[src/rtl/core/ibs_pkg.sv]
// Shared types and defaults for the integer batch sorter.
package ibs_pkg;

  localparam int DEPTH_DEF      = 64;
  localparam int DATA_WIDTH_DEF = 32;
  localparam int IO_WIDTH       = 32;

  typedef enum logic [1:0] {
    OP_HOLD   = 2'd0,
    OP_INSERT = 2'd1,
    OP_SHIFT  = 2'd2
  } cell_op_t;

  typedef struct packed {
    cell_op_t op;
  } cell_ctrl_t;

endpackage

[src/rtl/core/ibs_cell.sv]
// One cell of the insertion sort chain: holds one element and its valid bit.
module ibs_cell #(
  parameter int DATA_WIDTH = ibs_pkg::DATA_WIDTH_DEF
) (
  input  logic                   clk,
  input  logic                   rst_n,
  input  ibs_pkg::cell_ctrl_t    ctrl,
  input  logic [DATA_WIDTH-1:0]  din,
  input  logic                   prev_take,
  input  logic [DATA_WIDTH-1:0]  prev_val,
  input  logic                   prev_valid,
  input  logic [DATA_WIDTH-1:0]  next_val,
  input  logic                   next_valid,
  output logic                   take,
  output logic [DATA_WIDTH-1:0]  val_r,
  output logic                   valid_r
);
  import ibs_pkg::*;

  // empty cells act as +inf
  assign take = !valid_r || ($signed(din) < $signed(val_r));

  always_ff @(posedge clk) begin
    if (!rst_n) begin
      valid_r <= 1'b0;
    end else begin
      case (ctrl.op)
        OP_INSERT: begin
          if (take) begin
            if (prev_take) begin
              val_r   <= prev_val;
              valid_r <= prev_valid;
            end else begin
              val_r   <= din;
              valid_r <= 1'b1;
            end
          end
        end
        OP_SHIFT: begin
          val_r   <= next_val;
          valid_r <= next_valid;
        end
        default: begin
        end
      endcase
    end
  end

endmodule

[config.mk]
export PLATFORM = sky130hd
export DESIGN_NAME = ibs_cell
export DESIGN_NICKNAME = d
export VERILOG_FILES = /design/src/rtl/core/ibs_pkg.sv /design/src/rtl/core/ibs_cell.sv
export SDC_FILE = /design/constraint.sdc
export NUM_CORES = 1
export LEC_CHECK = 0
export ABC_AREA = 1
export BUFFER_PORTS_ARGS = -buffer_cell sky130_fd_sc_hd__buf_2
export CAP_MARGIN = 20
export CORE_ASPECT_RATIO = 1.5
export CORE_MARGIN = 2
export CORE_UTILIZATION = 45
export CTS_CLUSTER_DIAMETER = 60
export CTS_CLUSTER_SIZE = 14
export DETAILED_ROUTE_END_ITERATION = 10
export PLACE_DENSITY = 0.92
export SLEW_MARGIN = 25
export SYNTH_ARGS = -nofsm -noshare
export SYNTH_HDL_FRONTEND = slang
export SYNTH_SLANG_ARGS = --single-unit
[constraint.sdc]
create_clock -name clk -period 4.12 [get_ports clk]
set_clock_uncertainty 0.1 [all_clocks]
set_input_delay 0.824 -clock clk [delete_from_list [all_inputs] [get_ports clk]]
set_output_delay 0.824 -clock clk [all_outputs]
set_load 0.005 [all_outputs]
Word-level counts from Yosys, hierarchy flattened

Index checks and enable logic that the tools add are counted.

Register bits: 33
Input bits: 103
Output and inout bits: 34
Logic and storage cells: 17

Order comparisons: 1
Eq/ne operators: 3
Mux-type cells: 6
Reductions and logical operators: 5

Operators with widths:

| kind               | count |
|---|---|
| $mux 32            | 2 |
| $pmux 32 s2        | 1 |
| $lt 32x32->1       | 1 |
| $reduce_and 3->1   | 1 |
| $eq 2x1->1 const B | 1 |
| $eq 2x2->1 const B | 1 |
| $mux 1             | 2 |
| $ne 2x2->1 const B | 1 |
| $pmux 1 s2         | 1 |
| $reduce_and 2->1   | 1 |
| $reduce_bool 2->1  | 1 |
| $logic_not 1->1    | 1 |
| $logic_or 1x1->1   | 1 |

Logic depth before layout (Yosys ltp)

Word-level depth: 4
Mapped depth: 18
Depth with buffers taken out: 18

Worst setup path after synthesis

OpenSTA, ideal clock, no wires.

Path kind: input-to-reg
Start point: input port din[21]
End point: register val_r[0] (enable)
Library setup time: 430 ps
Data arrival time: 3366 ps
Path slack: 224 ps
Cell stages on the path: 10
Path buffers: 0
Path through: ha_1 -> a21oi_1 -> nor2_1 -> nor2_1 -> nand3_1 -> a21oi_2 -> nand3_1 -> nand3_2 -> nand2_2 -> a21boi_1

Cells in the longest elaborated chain, start to end: 4

RTL lines:

| what                              | line           | text |
|---|---|---|
| start: declaration                | ibs_cell.sv:8  | `input logic [DATA_WIDTH-1:0] din,` |
| $lt 32x32->1                      | ibs_cell.sv:21 | `assign take = !valid_r \|\| ($signed(din) < $signed(val_r));` |
| $logic_or 1x1->1                  | ibs_cell.sv:21 |  |
| via take                          | ibs_cell.sv:14 | `output logic take,` |
| $ne 2x2->1 (no source line)       | -              |  |
| $reduce_and 3->1 (no source line) | -              |  |
| end signal: assignment            | ibs_cell.sv:31 | `val_r <= prev_val;` |
| end signal: assignment            | ibs_cell.sv:34 | `val_r <= din;` |
| end signal: assignment            | ibs_cell.sv:40 | `val_r <= next_val;` |
| end: declaration                  | ibs_cell.sv:15 | `output logic [DATA_WIDTH-1:0] val_r,` |

The timed path passes the listed nets, and every way through them passes these cells.
A chain may end at the register's enable or synchronous reset.

Worst setup path after layout

Start point: input port din[29]
End point: output port take

Cells in the longest elaborated chain, start to end: 2

RTL lines:

| what             | line |
|---|---|
| $lt 32x32->1     | ibs_cell.sv:21 |
| $logic_or 1x1->1 | ibs_cell.sv:21 |
| end: declaration | ibs_cell.sv:14 |

Every way passes these cells.

==> impl_metrics.tcl <==
set metrics [dict create \
    outcome "completed" \
    min-delay-path-class "reg2reg" \
    achievable-frequency_ghz 0.325 \
    grt_use_total 0.237 \
    synthDistinctLibCells 23 \
    grt_overflow 0 \
    synth-adder-area-share 0.154 \
    route.detailed.drc 0 \
    finalSetupViolations 0 \
    synthDominantCellAreaShare 0.382 \
    cp-start-kind "input port" \
    synth_nets 461 \
    r2r_cells 12 \
    synth.ff_latch_count 33 \
    cp_data_arrival_time_ps 2150 \
    hold_path.startpoint "valid_r$_SDFFE_PN0P_" \
    clock_latency_at_the_later_pin_of_the_worst_skew_pair_ps 280 \
    route.antenna.remaining_nets 0 \
    post_synth_and_or_nand_nor_area_fraction 0.244 \
    antenna_found_initial 0 \
    cts.sinks 33 \
    grt_pass1_wl_mm 11.4 \
    setup_repair_after_global_routing_missed_its_margin "no" \
    avgSynthCellArea_um2 7.68 \
    core_area_um2 5410 \
    flow.area_growth_from_synthesis_pct 33.8 \
    layout-drive-gt1-share 0.343 \
    cell_internal_pwr_uw 639 \
    worstSetupEndpointType "primary output" \
    transition_time_of_the_tightest_slew_check_pin_ps 980 \
    floorplan.initialDensity 0.464 \
    dr_total_vias 2674 \
    layout_min_cycle_time_ps 3080 \
    timing.reg2reg.setup_slack_ps 1690 \
    cts.root.buffer_cell "clkbuf_8" \
    power_density_nw_per_um2 267 \
    crit-reg2reg-capture "val_r[29]$_DFFE_PP_" \
    cts_setup_buffers 0 \
    instances_no_fill 531 \
    dp.final_hpwl_mm 5.73 \
    post_synth_mux_area_share 0 \
    synthTopCellsByArea "edfxtp_1 (38%), ha_1 (15%), nand2_1 (14%), a31oi_1 (8.0%), inv_1 (6.3%)" \
    grt_pass1_vias 2668 \
    die_width_um 65.0 \
    post_cts_hold_buffer_count 0 \
    buffer_ports.inserted 136 \
    path_class "in2out" \
    synth_top_area_cell "edfxtp_1" \
    floorplan.io_pins 137 \
    drt_first_pass_iters 4 \
    largest_family_of_logic_cells_by_synthesized_area "simple AND/OR/NAND/NOR gates" \
    grt_start_max_net_pins 43 \
    final_cell_area_um2 3360 \
    total_clock_buffers_created_by_cts 5 \
    cp_max_fo 2 \
    finalNetCount 594 \
    final_max_tran_viols 0 \
    max_cap_violations 0 \
    net-switching-power_uw 257 \
    vias_per_cell 5.04 \
    dieHeight_um 95.5 \
    area_fraction_in_compound_gates_after_synthesis 0.125 \
    cts_max_level 2 \
    clock_path_buffers 2 \
    clkPwrFrac 0.285 \
    totalNegativeSetupSlack_ps 0 \
    wl_mm 7.24 \
    path_clk_slew_ps 70 \
    antenna-diode-count 0 \
    netlist_area_um2 2510 \
    power_switching_share 0.287 \
    xor_xnor_fraction_of_synth_area 0 \
    critPathLaunch "din[29]" \
    crit_end "take" \
    irDropWorstVdd_v 0.000212 \
    dieArea_um2 6210 \
    place_inst 523 \
    seq_area_frac_synth 0.390 \
    cellLeakagePower_nw 1.79 \
    slew_headroom 0.343 \
    drt-initial-drc-count 121 \
    final-hold-violation-count 0 \
    globalplace.congestion 0.856 \
    post_cts_resize_count 0 \
    dpl_cell_area_um2 3270 \
    comb_power_share 0.261 \
    power.share.sequential 0.453 \
    synth_cells 327 \
    synthesis.yosys.warnings 0 \
    worstPathRequired_ps 3200 \
    routed_wire_length_per_instance_um 13.6 \
    r2r-start "val_r[21]$_DFFE_PP_" \
    placementRows 33 \
    cts_tree "yes" \
    final_min_period_over_clock_period 0.747 \
]
[placed cells by master (no fill, tap or decap), types with 3 or more instances in the layout]
cell type and n:
ha_1 31, buf_4 4, edfxtp_1 32, inv_1 41
buf_2 136, nand3_1 5, a31oi_1 32, o21ai_0 4
nor2_1 42, nand2_1 96, a21oi_1 13, clkbuf_8 6
nand2_2 3
[flip-flops by register name, indices dropped and copies added (netlist names)]
signal,cells
valid_r,1
val_r,32
[cell usage after synthesis]
cell type   n
a21boi_1    1
a21oi_1    13
a21oi_2     2
a31oi_1    32
buf_1       4
buf_2       1
clkbuf_1    9
dfxtp_1     1
edfxtp_1   32
ha_1       31
inv_1      42
inv_2       1
nand2_1    97
nand2_2     2
nand3_1     5
nand3_2     2
nand4_1     1
nor2_1     42
nor2_2      2
nor3_1      1
nor3_2      1
o21ai_0     4
o21ai_1     1
[worst min path at each step]
| stage | endpoint | slack (ps) | cells after the start |
|---|---|---|---|
| floorplan | valid_r$_SDFFE_PN0P_ | 470 | 4 |
| global placement | valid_r$_SDFFE_PN0P_ | 500 | 4 |
| detailed placement | valid_r$_SDFFE_PN0P_ | 520 | 4 |
| CTS | valid_r$_SDFFE_PN0P_ | 530 | 4 |
| global route | valid_r$_SDFFE_PN0P_ | 570 | 4 |
| finish | valid_r$_SDFFE_PN0P_ | 520 | 4 |
[critical path, stage by stage]
cell and delay [ps]:
buf_2 100, ha_1 300, a21oi_1 180, nor2_1 50, nor2_1 80, nand3_1 120, a21oi_2 140, nand2_1 70
nand2_1 70, nand3_2 70, buf_2 140
[cells by family after synthesis]
| kind of cell | Yosys count |
|---|---|
| AO/OA/AOI/OAI | 53 |
| AND/OR/NAND/NOR | 153 |
| adder cells (fa/ha/maj) | 31 |
| flip-flops | 33 |
| buffers and inverters | 57 |
[stage by stage]
step	utilization	worst slack (ps)	hold slack (ps)	power (mW)
detailed placement	0.605	1030	516	0.649
floorplan	-	224	475	0.539
global placement	0.605	1040	500	0.636
CTS	0.621	1020	527	0.905
global route	0.621	887	566	0.956
finish	0.621	1040	520	0.896
[per-layer routing]
metal | up-vias | part of all wire | GRT usage
li1 | 1351 | - | -
met1 | 1200 | 0.38 | 0.246
met2 | 111 | 0.55 | 0.461
met3 | 12 | 0.054 | 0.0437
met4 | 0 | 0.016 | 0.0938
met5 | - | 0 | 0
[power by group through the flow]
stage	registers (mW)	logic [mW]	clock network (mW)
global route	0.409	0.268	0.279
detailed placement	0.414	0.235	0
CTS	0.406	0.236	0.262
floorplan	0.416	0.123	0
global placement	0.413	0.223	0
finish	0.406	0.234	0.256
[layout make-up]
type                       count  area [um^2]
inverter                      43          161
tap                           70         87.6
clock buffer                   8         90.1
timing repair buffer         140          711
sequential                    33          981
multi-input combinational    237         1330
fill                         512         2050
Note: power is estimated with default switching activity, not from simulation.
